--- config.mk ---
export PLATFORM = sky130hd
export DESIGN_NAME = json_token_writer_unit
export DESIGN_NICKNAME = d
export VERILOG_FILES = /design/src/rtl/jtw_pkg.sv /design/src/rtl/jtw_front.sv /design/src/rtl/jtw_queue.sv /design/src/rtl/jtw_back.sv /design/src/rtl/json_token_writer_unit.sv
export SDC_FILE = /design/constraint.sdc
export NUM_CORES = 2
export LEC_CHECK = 0
export BUFFER_PORTS_ARGS = -buffer_cell sky130_fd_sc_hd__buf_2
export CAP_MARGIN = 5
export CORE_UTILIZATION = 30
export CTS_BUF_LIST = sky130_fd_sc_hd__clkbuf_16
export CTS_CLUSTER_DIAMETER = 50
export DETAILED_ROUTE_END_ITERATION = 10
export GPL_TIMING_DRIVEN = 0
export HOLD_SLACK_MARGIN = 0.1
export MAX_ROUTING_LAYER = met4
export PLACE_DENSITY = 0.55
export SETUP_SLACK_MARGIN = 0.05
export SYNTH_ARGS = -nofsm -noshare
export SYNTH_HDL_FRONTEND = slang
export SYNTH_SLANG_ARGS = --single-unit
--- constraint.sdc ---
create_clock -name clk_i -period 9.6 [get_ports clk_i]
set_input_delay 1.44 -clock clk_i [delete_from_list [all_inputs] [get_ports clk_i]]
set_output_delay 1.44 -clock clk_i [all_outputs]
set_load 0.02 [all_outputs]
--- src/rtl/jtw_pkg.sv ---
// Shared types, codes and character constants for the JSON token writer.
`timescale 1ns / 1ps

package jtw_pkg;

  // Token codes carried on the action field
  typedef enum logic [3:0] {
    ACT_OBJ_OPEN  = 4'd0,
    ACT_OBJ_CLOSE = 4'd1,
    ACT_ARR_OPEN  = 4'd2,
    ACT_ARR_CLOSE = 4'd3,
    ACT_STR_OPEN  = 4'd4,
    ACT_STR_CHAR  = 4'd5,
    ACT_STR_CLOSE = 4'd6,
    ACT_KEY_CLOSE = 4'd7,
    ACT_NULL      = 4'd8,
    ACT_BOOL      = 4'd9,
    ACT_UINT      = 4'd10,
    ACT_INT       = 4'd11
  } action_e;

  // Front-end sequencer states
  typedef enum logic [1:0] {
    FR_IDLE,
    FR_MUL,
    FR_CONV,
    FR_PUSH
  } fr_state_e;

  localparam int unsigned TextBytes = 5;
  localparam int unsigned NumDigits = 10;

  // Text bytes
  localparam logic [7:0] CH_COMMA   = 8'h2C;
  localparam logic [7:0] CH_COLON   = 8'h3A;
  localparam logic [7:0] CH_QUOTE   = 8'h22;
  localparam logic [7:0] CH_BSLASH  = 8'h5C;
  localparam logic [7:0] CH_LBRACE  = 8'h7B;
  localparam logic [7:0] CH_RBRACE  = 8'h7D;
  localparam logic [7:0] CH_LBRACK  = 8'h5B;
  localparam logic [7:0] CH_RBRACK  = 8'h5D;
  localparam logic [7:0] CH_MINUS   = 8'h2D;
  localparam logic [7:0] CH_ZERO    = 8'd48;
  localparam logic [7:0] CH_TAB     = 8'h09;
  localparam logic [7:0] CH_NL      = 8'h0A;
  localparam logic [7:0] CH_FF      = 8'h0C;
  localparam logic [7:0] CH_CR      = 8'h0D;
  localparam logic [7:0] CH_LOW_T   = 8'h74;
  localparam logic [7:0] CH_LOW_N   = 8'h6E;
  localparam logic [7:0] CH_LOW_F   = 8'h66;
  localparam logic [7:0] CH_LOW_R   = 8'h72;
  localparam logic [7:0] CH_LOW_U   = 8'h75;
  localparam logic [7:0] CH_LOW_L   = 8'h6C;
  localparam logic [7:0] CH_LOW_E   = 8'h65;
  localparam logic [7:0] CH_LOW_A   = 8'h61;
  localparam logic [7:0] CH_LOW_S   = 8'h73;

  // Reciprocal of ten: floor(x / 10) = (x * RECIP10) >> RECIP_SHIFT for 32-bit x
  localparam logic [31:0] RECIP10     = 32'hCCCC_CCCD;
  localparam int unsigned RECIP_SHIFT = 35;
  localparam logic [3:0]  RADIX       = 4'd10;

  // One queued command: optional comma, literal text, then decimal digits
  typedef struct packed {
    logic                              comma;
    logic [TextBytes-1:0][7:0]         text;
    logic [$clog2(TextBytes+1)-1:0]    tlen;
    logic [NumDigits-1:0][3:0]         digits;
    logic [$clog2(NumDigits+1)-1:0]    dlen;
  } cmd_t;

endpackage

--- src/rtl/jtw_front.sv ---
// Front end: accepts tokens, tracks the comma flag, converts integers to digits.
`timescale 1ns / 1ps

module jtw_front (
  input  logic             clk_i,
  input  logic             rst_ni,
  input  logic             in_valid_i,
  output logic             in_stall_o,
  input  logic [3:0]       action_i,
  input  logic [31:0]      value_i,
  output logic             push_o,
  output jtw_pkg::cmd_t    cmd_o,
  input  logic             full_i
);

  localparam int unsigned DCntW = $clog2(jtw_pkg::NumDigits + 1);

  jtw_pkg::fr_state_e state_q, state_d;
  logic               comma_q, comma_d;
  logic [31:0]        prev_q, prev_d;
  logic [31:0]        cur_q, cur_d;
  logic [jtw_pkg::NumDigits-1:0][3:0] digits_q, digits_d;
  logic [DCntW-1:0]   dcnt_q, dcnt_d;
  logic               icomma_q, icomma_d;
  logic               neg_q, neg_d;

  logic               in_fire;
  logic               is_int;
  logic               simple_ok;
  jtw_pkg::cmd_t      simple_cmd;
  logic               simple_comma_next;
  logic [31:0]        mul_in;
  logic [63:0]        prod;
  logic [31:0]        quot;
  logic [31:0]        rem;
  logic [3:0]         digit;
  logic [7:0]         chr;
  jtw_pkg::cmd_t      int_cmd;

  // Accept only while idle and the queue has room
  assign in_stall_o = (state_q != jtw_pkg::FR_IDLE) || full_i;

  assign in_fire = in_valid_i && !in_stall_o;
  assign is_int  = (jtw_pkg::action_e'(action_i) == jtw_pkg::ACT_UINT) ||
                   (jtw_pkg::action_e'(action_i) == jtw_pkg::ACT_INT);
  assign chr     = value_i[7:0];

  // Shared divide-by-ten through the reciprocal multiply
  assign mul_in = (state_q == jtw_pkg::FR_MUL) ? prev_q : cur_q;
  assign prod   = 64'(mul_in) * 64'(jtw_pkg::RECIP10);
  assign quot   = 32'(prod >> jtw_pkg::RECIP_SHIFT);

  // Remainder of the previous dividend against its registered quotient
  assign rem   = prev_q - ((cur_q << 3) + (cur_q << 1));
  assign digit = rem[3:0];

  // Build the command for tokens that need no conversion
  always_comb begin
    simple_cmd        = '0;
    simple_ok         = 1'b1;
    simple_comma_next = comma_q;
    case (jtw_pkg::action_e'(action_i))
      jtw_pkg::ACT_OBJ_OPEN: begin
        simple_cmd.comma   = comma_q;
        simple_cmd.text[0] = jtw_pkg::CH_LBRACE;
        simple_cmd.tlen    = 3'd1;
        simple_comma_next  = 1'b0;
      end
      jtw_pkg::ACT_OBJ_CLOSE: begin
        simple_cmd.text[0] = jtw_pkg::CH_RBRACE;
        simple_cmd.tlen    = 3'd1;
        simple_comma_next  = 1'b1;
      end
      jtw_pkg::ACT_ARR_OPEN: begin
        simple_cmd.comma   = comma_q;
        simple_cmd.text[0] = jtw_pkg::CH_LBRACK;
        simple_cmd.tlen    = 3'd1;
        simple_comma_next  = 1'b0;
      end
      jtw_pkg::ACT_ARR_CLOSE: begin
        simple_cmd.text[0] = jtw_pkg::CH_RBRACK;
        simple_cmd.tlen    = 3'd1;
        simple_comma_next  = 1'b1;
      end
      jtw_pkg::ACT_STR_OPEN: begin
        simple_cmd.comma   = comma_q;
        simple_cmd.text[0] = jtw_pkg::CH_QUOTE;
        simple_cmd.tlen    = 3'd1;
        simple_comma_next  = 1'b1;
      end
      jtw_pkg::ACT_STR_CHAR: begin
        // Escape tab, form feed, carriage return, newline, backslash and quote
        simple_cmd.text[0] = jtw_pkg::CH_BSLASH;
        simple_cmd.tlen    = 3'd2;
        case (chr)
          jtw_pkg::CH_TAB:    simple_cmd.text[1] = jtw_pkg::CH_LOW_T;
          jtw_pkg::CH_FF:     simple_cmd.text[1] = jtw_pkg::CH_LOW_F;
          jtw_pkg::CH_CR:     simple_cmd.text[1] = jtw_pkg::CH_LOW_R;
          jtw_pkg::CH_NL:     simple_cmd.text[1] = jtw_pkg::CH_LOW_N;
          jtw_pkg::CH_BSLASH: simple_cmd.text[1] = chr;
          jtw_pkg::CH_QUOTE:  simple_cmd.text[1] = chr;
          default: begin
            simple_cmd.text[0] = chr;
            simple_cmd.tlen    = 3'd1;
          end
        endcase
      end
      jtw_pkg::ACT_STR_CLOSE: begin
        simple_cmd.text[0] = jtw_pkg::CH_QUOTE;
        simple_cmd.tlen    = 3'd1;
      end
      jtw_pkg::ACT_KEY_CLOSE: begin
        simple_cmd.text[0] = jtw_pkg::CH_QUOTE;
        simple_cmd.text[1] = jtw_pkg::CH_COLON;
        simple_cmd.tlen    = 3'd2;
        simple_comma_next  = 1'b0;
      end
      jtw_pkg::ACT_NULL: begin
        simple_cmd.comma   = comma_q;
        simple_cmd.text[0] = jtw_pkg::CH_LOW_N;
        simple_cmd.text[1] = jtw_pkg::CH_LOW_U;
        simple_cmd.text[2] = jtw_pkg::CH_LOW_L;
        simple_cmd.text[3] = jtw_pkg::CH_LOW_L;
        simple_cmd.tlen    = 3'd4;
        simple_comma_next  = 1'b1;
      end
      jtw_pkg::ACT_BOOL: begin
        simple_cmd.comma  = comma_q;
        simple_comma_next = 1'b1;
        if (value_i[0]) begin
          simple_cmd.text[0] = jtw_pkg::CH_LOW_T;
          simple_cmd.text[1] = jtw_pkg::CH_LOW_R;
          simple_cmd.text[2] = jtw_pkg::CH_LOW_U;
          simple_cmd.text[3] = jtw_pkg::CH_LOW_E;
          simple_cmd.tlen    = 3'd4;
        end else begin
          simple_cmd.text[0] = jtw_pkg::CH_LOW_F;
          simple_cmd.text[1] = jtw_pkg::CH_LOW_A;
          simple_cmd.text[2] = jtw_pkg::CH_LOW_L;
          simple_cmd.text[3] = jtw_pkg::CH_LOW_S;
          simple_cmd.text[4] = jtw_pkg::CH_LOW_E;
          simple_cmd.tlen    = 3'd5;
        end
      end
      default: begin
        // Integers take the conversion path; unused codes emit nothing
        simple_ok = 1'b0;
      end
    endcase
  end

  // Assemble the command for a converted integer
  always_comb begin
    int_cmd         = '0;
    int_cmd.comma   = icomma_q;
    int_cmd.text[0] = jtw_pkg::CH_MINUS;
    int_cmd.tlen    = neg_q ? 3'd1 : 3'd0;
    int_cmd.digits  = digits_q;
    int_cmd.dlen    = dcnt_q;
  end

  // Next state
  always_comb begin
    state_d = state_q;
    case (state_q)
      jtw_pkg::FR_IDLE: begin
        if (in_fire && is_int) state_d = jtw_pkg::FR_MUL;
      end
      jtw_pkg::FR_MUL: begin
        state_d = jtw_pkg::FR_CONV;
      end
      jtw_pkg::FR_CONV: begin
        if ((cur_q == '0) || (dcnt_q == DCntW'(jtw_pkg::NumDigits - 1))) begin
          state_d = jtw_pkg::FR_PUSH;
        end
      end
      jtw_pkg::FR_PUSH: begin
        if (!full_i) state_d = jtw_pkg::FR_IDLE;
      end
      default: state_d = jtw_pkg::FR_IDLE;
    endcase
  end

  // Outputs and datapath updates
  always_comb begin
    push_o     = 1'b0;
    cmd_o      = int_cmd;
    comma_d    = comma_q;
    prev_d     = prev_q;
    cur_d      = cur_q;
    digits_d   = digits_q;
    dcnt_d     = dcnt_q;
    icomma_d   = icomma_q;
    neg_d      = neg_q;
    case (state_q)
      jtw_pkg::FR_IDLE: begin
        cmd_o      = simple_cmd;
        if (in_fire) begin
          if (is_int) begin
            // Latch the magnitude and the comma decision
            neg_d    = (jtw_pkg::action_e'(action_i) == jtw_pkg::ACT_INT) && value_i[31];
            prev_d   = neg_d ? (32'd0 - value_i) : value_i;
            icomma_d = comma_q;
            comma_d  = 1'b1;
          end else if (simple_ok) begin
            push_o  = 1'b1;
            comma_d = simple_comma_next;
          end
        end
      end
      jtw_pkg::FR_MUL: begin
        cur_d  = quot;
        dcnt_d = '0;
      end
      jtw_pkg::FR_CONV: begin
        // Store one digit, most significant ends up at index zero
        digits_d = {digits_q[jtw_pkg::NumDigits-2:0], digit};
        dcnt_d   = dcnt_q + 1'b1;
        prev_d   = cur_q;
        cur_d    = quot;
      end
      jtw_pkg::FR_PUSH: begin
        push_o = !full_i;
      end
      default: begin
        push_o = 1'b0;
      end
    endcase
  end

  // Control registers
  always_ff @(posedge clk_i or negedge rst_ni) begin
    if (!rst_ni) begin
      state_q <= jtw_pkg::FR_IDLE;
      comma_q <= 1'b0;
    end else begin
      state_q <= state_d;
      comma_q <= comma_d;
    end
  end

  // Conversion registers
  always_ff @(posedge clk_i) begin
    prev_q   <= prev_d;
    cur_q    <= cur_d;
    digits_q <= digits_d;
    dcnt_q   <= dcnt_d;
    icomma_q <= icomma_d;
    neg_q    <= neg_d;
  end

endmodule

--- src/rtl/jtw_queue.sv ---
// Two-entry command queue between the front end and the byte emitter.
`timescale 1ns / 1ps

module jtw_queue (
  input  logic          clk_i,
  input  logic          rst_ni,
  input  logic          push_i,
  input  jtw_pkg::cmd_t push_cmd_i,
  output logic          full_o,
  input  logic          pop_i,
  output jtw_pkg::cmd_t head_o,
  output logic          head_valid_o
);

  jtw_pkg::cmd_t head_q, head_d;
  jtw_pkg::cmd_t tail_q, tail_d;
  logic          head_vld_q, head_vld_d;
  logic          tail_vld_q, tail_vld_d;

  assign full_o       = tail_vld_q;
  assign head_o       = head_q;
  assign head_valid_o = head_vld_q;

  // Move entries toward the head on pop, fill the first free slot on push
  always_comb begin
    head_d     = head_q;
    tail_d     = tail_q;
    head_vld_d = head_vld_q;
    tail_vld_d = tail_vld_q;
    if (pop_i) begin
      head_d     = tail_q;
      head_vld_d = tail_vld_q;
      tail_vld_d = 1'b0;
      if (push_i) begin
        if (tail_vld_q) begin
          tail_d     = push_cmd_i;
          tail_vld_d = 1'b1;
        end else begin
          head_d     = push_cmd_i;
          head_vld_d = 1'b1;
        end
      end
    end else if (push_i) begin
      if (!head_vld_q) begin
        head_d     = push_cmd_i;
        head_vld_d = 1'b1;
      end else begin
        tail_d     = push_cmd_i;
        tail_vld_d = 1'b1;
      end
    end
  end

  always_ff @(posedge clk_i or negedge rst_ni) begin
    if (!rst_ni) begin
      head_vld_q <= 1'b0;
      tail_vld_q <= 1'b0;
    end else begin
      head_vld_q <= head_vld_d;
      tail_vld_q <= tail_vld_d;
    end
  end

  always_ff @(posedge clk_i) begin
    head_q <= head_d;
    tail_q <= tail_d;
  end

endmodule

--- src/rtl/jtw_back.sv ---
// Back end: emits a command a byte per cycle unless stalled, counts bytes.
`timescale 1ns / 1ps

module jtw_back (
  input  logic          clk_i,
  input  logic          rst_ni,
  input  jtw_pkg::cmd_t head_i,
  input  logic          head_valid_i,
  output logic          pop_o,
  output logic          out_valid_o,
  input  logic          out_stall_i,
  output logic [7:0]    out_byte_o,
  output logic          last_o,
  output logic [31:0]   bytes_written_o
);

  jtw_pkg::cmd_t cmd_q, cmd_d;
  logic          busy;
  logic          out_fire;
  logic [31:0]   cnt_q;

  assign busy     = cmd_q.comma || (cmd_q.tlen != '0) || (cmd_q.dlen != '0);
  assign out_fire = busy && !out_stall_i;

  assign out_valid_o     = busy;
  assign bytes_written_o = cnt_q;

  // Pick the current byte: comma, then text, then digits
  always_comb begin
    if (cmd_q.comma) begin
      out_byte_o = jtw_pkg::CH_COMMA;
    end else if (cmd_q.tlen != '0) begin
      out_byte_o = cmd_q.text[0];
    end else begin
      out_byte_o = jtw_pkg::CH_ZERO + {4'd0, cmd_q.digits[0]};
    end
  end

  assign last_o = !cmd_q.comma &&
                  (((cmd_q.tlen == 3'd1) && (cmd_q.dlen == '0)) ||
                   ((cmd_q.tlen == '0) && (cmd_q.dlen == 4'd1)));

  // Load the next command as the current one finishes
  assign pop_o = head_valid_i && (!busy || (out_fire && last_o));

  // Advance through the current command
  always_comb begin
    cmd_d = cmd_q;
    if (pop_o) begin
      cmd_d = head_i;
    end else if (out_fire) begin
      if (cmd_q.comma) begin
        cmd_d.comma = 1'b0;
      end else if (cmd_q.tlen != '0) begin
        cmd_d.text = cmd_q.text >> 8;
        cmd_d.tlen = cmd_q.tlen - 1'b1;
      end else begin
        cmd_d.digits = cmd_q.digits >> 4;
        cmd_d.dlen   = cmd_q.dlen - 1'b1;
      end
    end
  end

  always_ff @(posedge clk_i or negedge rst_ni) begin
    if (!rst_ni) begin
      cmd_q <= '0;
      cnt_q <= 32'd1;
    end else begin
      cmd_q <= cmd_d;
      if (out_fire) cnt_q <= cnt_q + 32'd1;
    end
  end

endmodule

--- src/rtl/json_token_writer_unit.sv ---
// Top level of the JSON token writer: front end, command queue and byte emitter.
`timescale 1ns / 1ps

// Takes JSON tokens on the input channel and emits their text one byte per
// item on the output channel, with last marking a token's final byte and
// bytes_written giving the running byte count including that byte.
// Non-integer tokens are classified and queued in the cycle they are
// accepted. An integer token holds the input for its decimal conversion,
// one digit per cycle through a reciprocal multiply, as the front end steps
// through its MUL, CONV and PUSH states. A two-entry queue lets conversion
// of the next token overlap with emission of the previous one, so the
// sustained rate is set by the slower of the two: the front end's conversion
// or the emitter's playout of each command's bytes.
module json_token_writer_unit (
  input  logic        clk_i,
  input  logic        rst_ni,
  input  logic        in_valid_i,
  output logic        in_stall_o,
  input  logic [3:0]  action_i,
  input  logic [31:0] value_i,
  output logic        out_valid_o,
  input  logic        out_stall_i,
  output logic [7:0]  out_byte_o,
  output logic        last_o,
  output logic [31:0] bytes_written_o
);

  logic          push;
  jtw_pkg::cmd_t push_cmd;
  logic          full;
  logic          pop;
  jtw_pkg::cmd_t head;
  logic          head_valid;

  jtw_front u_front (
    .clk_i      (clk_i),
    .rst_ni     (rst_ni),
    .in_valid_i (in_valid_i),
    .in_stall_o (in_stall_o),
    .action_i   (action_i),
    .value_i    (value_i),
    .push_o     (push),
    .cmd_o      (push_cmd),
    .full_i     (full)
  );

  jtw_queue u_queue (
    .clk_i        (clk_i),
    .rst_ni       (rst_ni),
    .push_i       (push),
    .push_cmd_i   (push_cmd),
    .full_o       (full),
    .pop_i        (pop),
    .head_o       (head),
    .head_valid_o (head_valid)
  );

  jtw_back u_back (
    .clk_i           (clk_i),
    .rst_ni          (rst_ni),
    .head_i          (head),
    .head_valid_i    (head_valid),
    .pop_o           (pop),
    .out_valid_o     (out_valid_o),
    .out_stall_i     (out_stall_i),
    .out_byte_o      (out_byte_o),
    .last_o          (last_o),
    .bytes_written_o (bytes_written_o)
  );

endmodule
After elaboration in Yosys (flattened, before gate mapping)
Index checks and enable logic that the tools add are counted.

operators by class
  add/subtract/negate cells = 8
  multipliers = 1
  eq/ne operators = 32
  mux-type cells = 54
  reductions and logical operators = 54

operator list
  kind                                                    count
  2-to-1 mux 88 bit                                       13
  2-to-1 mux 32 bit                                       5
  case mux 11 bit (9 select lines)                        1
  2-to-1 mux 87 bit                                       1
  multiplier 32 x 32 -> 64 bit (second input constant)    1
  case mux 32 bit (2 select lines)                        1
  2-to-1 mux 44 bit                                       1
  2-to-1 mux 43 bit                                       1
  case mux 8 bit (5 select lines)                         1
  adder 32 x 1 -> 32 bit (second input constant)          1
  equality test 8 x 4 -> 1 bit (second input constant)    4
  logical NOT 32 bit                                      1
  case mux 16 bit (2 select lines)                        1
  case mux 8 bit (4 select lines)                         1
  subtractor 1 x 32 -> 32 bit (first input constant)      1
  2-to-1 mux 8 bit                                        3
  equality test 4 bit (second input constant)             5
  AND reduction 3 bit                                     6
  equality test 4 x 3 -> 1 bit (second input constant)    4
  2-to-1 mux 1 bit                                        16
  nonzero test 2 bit                                      8
  2-to-1 mux 11 bit                                       1
  inequality test 2 x 1 -> 1 bit (second input constant)  5
  OR reduction 10 bit                                     1
  other kinds (33)                                        66

word-level totals
  bits in registers = 408
  input port bits = 40
  output and inout bits = 43
  word-level logic and storage cells = 223

Logic depth before layout (Yosys ltp)
  depth after elaboration = 9
  gate-level depth with buffers = 33
  gate-level depth less buffers = 29

By module
From an unflattened synthesis, not the netlist that was laid out.

unflattened totals
  cell total of the unflattened synthesis = 3173
  area, all modules = 35440.2 um^2

by module, submodules not included
  module     instances  cells an instance  area an instance (um^2)  sequential area each (um^2)
  jtw_front  1          2338               23229.8                  3288.2
  jtw_queue  1          284                6546.3                   5335.1
  jtw_back   1          551                5664.2                   3004.1

Worst setup path before layout
No wires, ideal clock.

  kind = register to register
  start = reg u_front.state_q[1]
  end = reg u_front.cur_q[24], data pin
  setup time = 259 ps
  data arrival time = 8140 ps
  path slack = 1201 ps
  stages on the path, launching flop included = 31
  buffers on the path = 3
  cells stage by stage = dfrtp_1 inv_1 ha_1 buf_6 clkbuf_1 clkbuf_1 mux2_2 ha_1 inv_1 fa_1 inv_1 fa_1 inv_1 fa_1 inv_1 fa_1 fa_1 fa_1 inv_1 fa_1 inv_1 ha_1 a21oi_1 o221ai_1 a2111oi_0 nand3_1 a21oi_1 o21ai_1 a31oi_1 a21oi_1 o31a_1

between the ends
  cells in the longest elaborated chain, start to end = 3

ends and longest elaborated chain
  what                          RTL line          source
  start, declared               jtw_front.sv:18   jtw_pkg::fr_state_e state_q, state_d;
  start signal, assigned        jtw_front.sv:234  state_q <= jtw_pkg::FR_IDLE;
  start signal, assigned        jtw_front.sv:237  state_q <= state_d;
  equality test 2 x 1 -> 1 bit  jtw_front.sv:49   assign mul_in = (state_q == jtw_pkg::FR_MUL) ? prev_q : cur_q;
  2-to-1 mux 32 bit             jtw_front.sv:49
  multiplier 32 x 32 -> 64 bit  jtw_front.sv:50   assign prod = 64'(mul_in) * 64'(jtw_pkg::RECIP10);
  named net u_front.prod[59]    jtw_front.sv:33   logic [63:0] prod;
  end signal, assigned          jtw_front.sv:245  cur_q <= cur_d;
  end, declared                 jtw_front.sv:21   logic [31:0] cur_q, cur_d;

The timed path passes the listed nets, and every way through them passes these cells.
A chain may end at the register's enable or synchronous reset.

Final worst setup path
  start = reg u_front.state_q[1]
  end = reg u_front.cur_q[26], data pin

Same word-level chain as after synthesis.

==> summary.md <==
| Metric | Value |
|---|---|
| Async S/R FF share, synth | `0.3104` |
| Reg2Reg Capture Point | `u_front.cur_q[26]` |
| Final Hold Fails | `0` |
| Worst Clk Skew | `30.35 ps` |
| Total routed wirelength | `between 90000 and 100000 µm` |
| Later-pin clock latency in the skew report | `580 ps` |
| Top-area cell type share of the netlist area | `0.2357` |
| Mapped Avg Cell Area | `between 10 and 15 µm²` |
| Initial core utilization | `0.3024` |
| Site Rows | `about 120` |
| FF-to-FF Start | `u_front.state_q[1]` |
| R2r worst-path depth | `30` |
| DR DRC count | `0` |
| CTS max path bufs | `3` |
| Hold wc startpoint | `u_queue.head_o[75]` |
| Layout Nets | `3984` |
| CTS tree | `yes` |
| Tmin final | `just over 9000 ps` |
| Ys flop type | `edfxtp_1` |
| Post-synthesis sequential area ratio | `0.3153` |
| Final antenna-violating net count | `0` |
| Global placement routability congestion | `between 0.9 and 1` |
| Global-route wire length before repair | `between 100000 and 150000 µm` |
| WL per Instance | `~20 µm` |
| Status | `completed` |
| Post-DP HPWL | `around 77000 µm` |
| Worst endpoint required time | `between 9000 and 10000 ps` |
| Remaining Overflow, GRT | `0` |
| Largest delay share family, worst path | `adder cells` |
| Hold/Removal Path Class | `reg -> reg` |
| Initial antenna violation count | `14` |
| Area grow syn2layout | `12.61%` |
| Startpoint types | `flop` |
| Core Util, Final | `0.3405` |
| Ratio of cells with drive above 1 in the final layout | `0.09328` |
| Detailed Route Iter0 Violations | `1669` |
| Cell variety after synth | `between 60 and 70` |
| Reg2Reg Setup Slack | `about 240 ps` |
| Core Box Area | `0.1087 mm²` |
| Yosys top cell by area | `fa_1` |
| Crit end category | `flop` |
| Hold EP | `u_back.cmd_q[75]` |
| Maxcap violations | `0` |
| H-Tree Depth | `2` |
| DR pass1 iterations | `5` |
| Clk sink count | `between 300 and 400` |
| Num CTS Buffers | `42` |
| Vias in the first global route | `22.89k` |
| Seq cells post-synth | `364` |
| Crit-path max cell delay | `620 ps` |
| Syn_nets | `just under 4k` |
| Max stage delay cell, worst path | `fa_1` |
| Number of enable flip-flop cells after synthesis | `approximately 250` |
| Die ar. | `between 0.1 and 0.15 mm²` |
| Final Max Tran Viols | `0` |
| # fillers | `~11k` |
| Synthesis Warnings | `0` |
| Top-level I/O count | `83` |
| Transition time at the pin with the least slew margin | `slightly above 800 ps` |
| Arrival time worst endpoint | `9690 ps` |
| Final setup violation count | `0` |
| Most frequent cell on the critical path | `fa_1` |
| Crit Path Category | `reg -> reg` |
| Largest net degree at the start of global routing | `89` |
| Overall Global Routing Usage | `0.1720` |
| Slew HR | `0.4579` |
| Clock slew at reported path FFs | `approximately 60 ps` |
| Maximum clock rate | `106.9 MHz` |
| Die H | `between 300 and 400 µm` |
| Cells after synthesis | `a little over 3k` |
| Top post-synthesis cells by area | `fa_1 (24%), edfxtp_1 (23%), ha_1 (14%)` |
| Worst-path fanout max | `10` |
| Drt via density | `around 4.7` |
| Die Span X | `~330 µm` |
| Via count | `about 22k` |
| Min-Delay Path Depth | `2` |
| Mapped cell area | `0.03287 mm²` |
| CP Buf/Inv Count | `9` |
| Root buffer cell | `clkbuf_16` |
| RSZ-0062 raised after global routing | `yes` |
| Period utilization | `0.9747` |
| Port bufs | `between 70 and 80` |
## kinds of logic (layout without fill, tap and decap cells)
| group | after synthesis | after routing | share of synthesized area |
|---|---|---|---|
| XOR/XNOR | 149 | 149 | 0.03970 |
| flip-flops | 364 | 364 | 0.3153 |
| buffers and inverters | 700 | 867 | 0.08016 |
| adder cells (fa/ha/maj) | 751 | 751 | 0.3742 |
| other | 1 | 13 | 0.0001141 |
| multiplexers | 99 | 99 | 0.03349 |
| AO/OA/AOI/OAI | 368 | 368 | 0.06866 |
| AND/OR/NAND/NOR | 628 | 628 | 0.08830 |
## what timing repair did
| action | CTS | global route |
|---|---|---|
| buffers inserted | 0 | 3 |
| gates resized for setup | 35 | 33 |
| hold buffers | 0 | 0 |
| pin swaps | 2 | 8 |
| setup endpoints to repair | 28 | 12 |
## layer usage
layer  up-vias  global-route usage  routed length [µm]  share of wire
met5         -                   -                   0              0
met4         0             0.03794                2087          0.023
met3       109             0.03564                7077          0.077
met2       651              0.2617               40810           0.45
met1     11020              0.2351               41690           0.45
li1      10280                   -                   -              -
## final cells by class
class                      count  area [µm²]  share of cell area
sequential                   364       10370              0.2800
timing repair buffer          89       591.8             0.01599
buffer                        83       337.8            0.009126
multi-input combinational   1996       20210              0.5461
antenna                       12       30.03           0.0008112
clock inverter                34       291.5            0.007875
clock buffer                  44        1101             0.02974
tap                         1414        1769             0.04779
inverter                     617        2316             0.06256
## synth_stat cells, types with 5 or more instances
cell        n
mux2_2     88
fa_1      387
nand2_1   273
a21o_1     33
nor4_1     15
xnor2_1    90
nand2b_1    7
edfxtp_1  251
o31ai_1    12
nor2b_1    57
or2_2       8
inv_1     616
a211oi_1    7
or4_1       5
o21a_1      7
mux2i_1    11
and2_1     14
nand3_1    40
o21ai_0    95
dfrtp_1   112
clkbuf_1   80
o211ai_1    6
ha_1      364
nor2_1    135
a21oi_1    98
a31oi_1    62
and3_1     11
nand4_1    26
a211o_1     5
xor2_1     59
nor3_1     12
or3_1       5
## per-stage QoR
step | setup TNS [ps] | area (µm²) | instances | hold WS, ps | setup WS, ps
after floorplan | 0 | 32870 | 3060 | 414.6 | 1201
after global placement | -147590 | 35040 | 4553 | 419.3 | -1824
after detailed placement | -24160 | 35230 | 4560 | 420.6 | -1809
after CTS | 0 | 36790 | 4638 | 435.7 | 69.40
after global routing | -4.235 | 37010 | 4650 | 442.5 | -4.235
final | 0 | 37020 | 4653 | 434.7 | 243.3
## how the worst max path moves through the flow
stage | startpoint | end | slack [ps] | cells after the start
2_1_floorplan | u_front.state_q[1] | u_front.cur_q[24] | 1200 | 30
3_3_place_gp | u_front.state_q[1] | u_front.cur_q[24] | -1820 | 29
3_5_place_dp | u_front.state_q[1] | u_front.cur_q[24] | -1810 | 29
4_1_cts | u_front.state_q[1] | u_front.cur_q[24] | 70 | 30
5_1_grt | u_front.state_q[1] | u_front.cur_q[24] | -4 | 29
6_report | u_front.state_q[1] | u_front.cur_q[26] | 240 | 30
## cells in the final DEF, fill, tap and decap left out, types with 14 or more instances in the layout
master / instances
nand2_1: 272
o21ai_0: 92
a21o_1: 33
nor2b_1: 57
buf_2: 78
dfrtp_1: 112
and2_1: 14
clkbuf_16: 44
a31oi_1: 60
nand3_1: 39
mux2_2: 83
a21oi_1: 95
clkbuf_1: 76
nand4_1: 26
nor2_1: 134
inv_1: 626
edfxtp_1: 251
ha_1: 348
xor2_1: 58
fa_1: 387
nor4_1: 15
xnor2_1: 87
## state kept, by name, summed over array words and instances, names as in the netlist, 2 cells and up
register,flops
u_back.cmd_q,76
u_front.dcnt_q,4
u_front.prev_q,32
u_queue.tail_q,72
u_queue.head_o,72
u_back.bytes_written_o,32
u_front.cur_q,29
u_front.state_q,2
u_front.digits_q,40
## tightest hold or removal path, delay by kind of cell (launching register included)
family	cells	cell delay [ps]
flops	1	320
simple gates	2	80
Power is left out: the tool's default activity adds up to more than one toggle a clock period on the data nets, which glitch-free logic cannot reach.
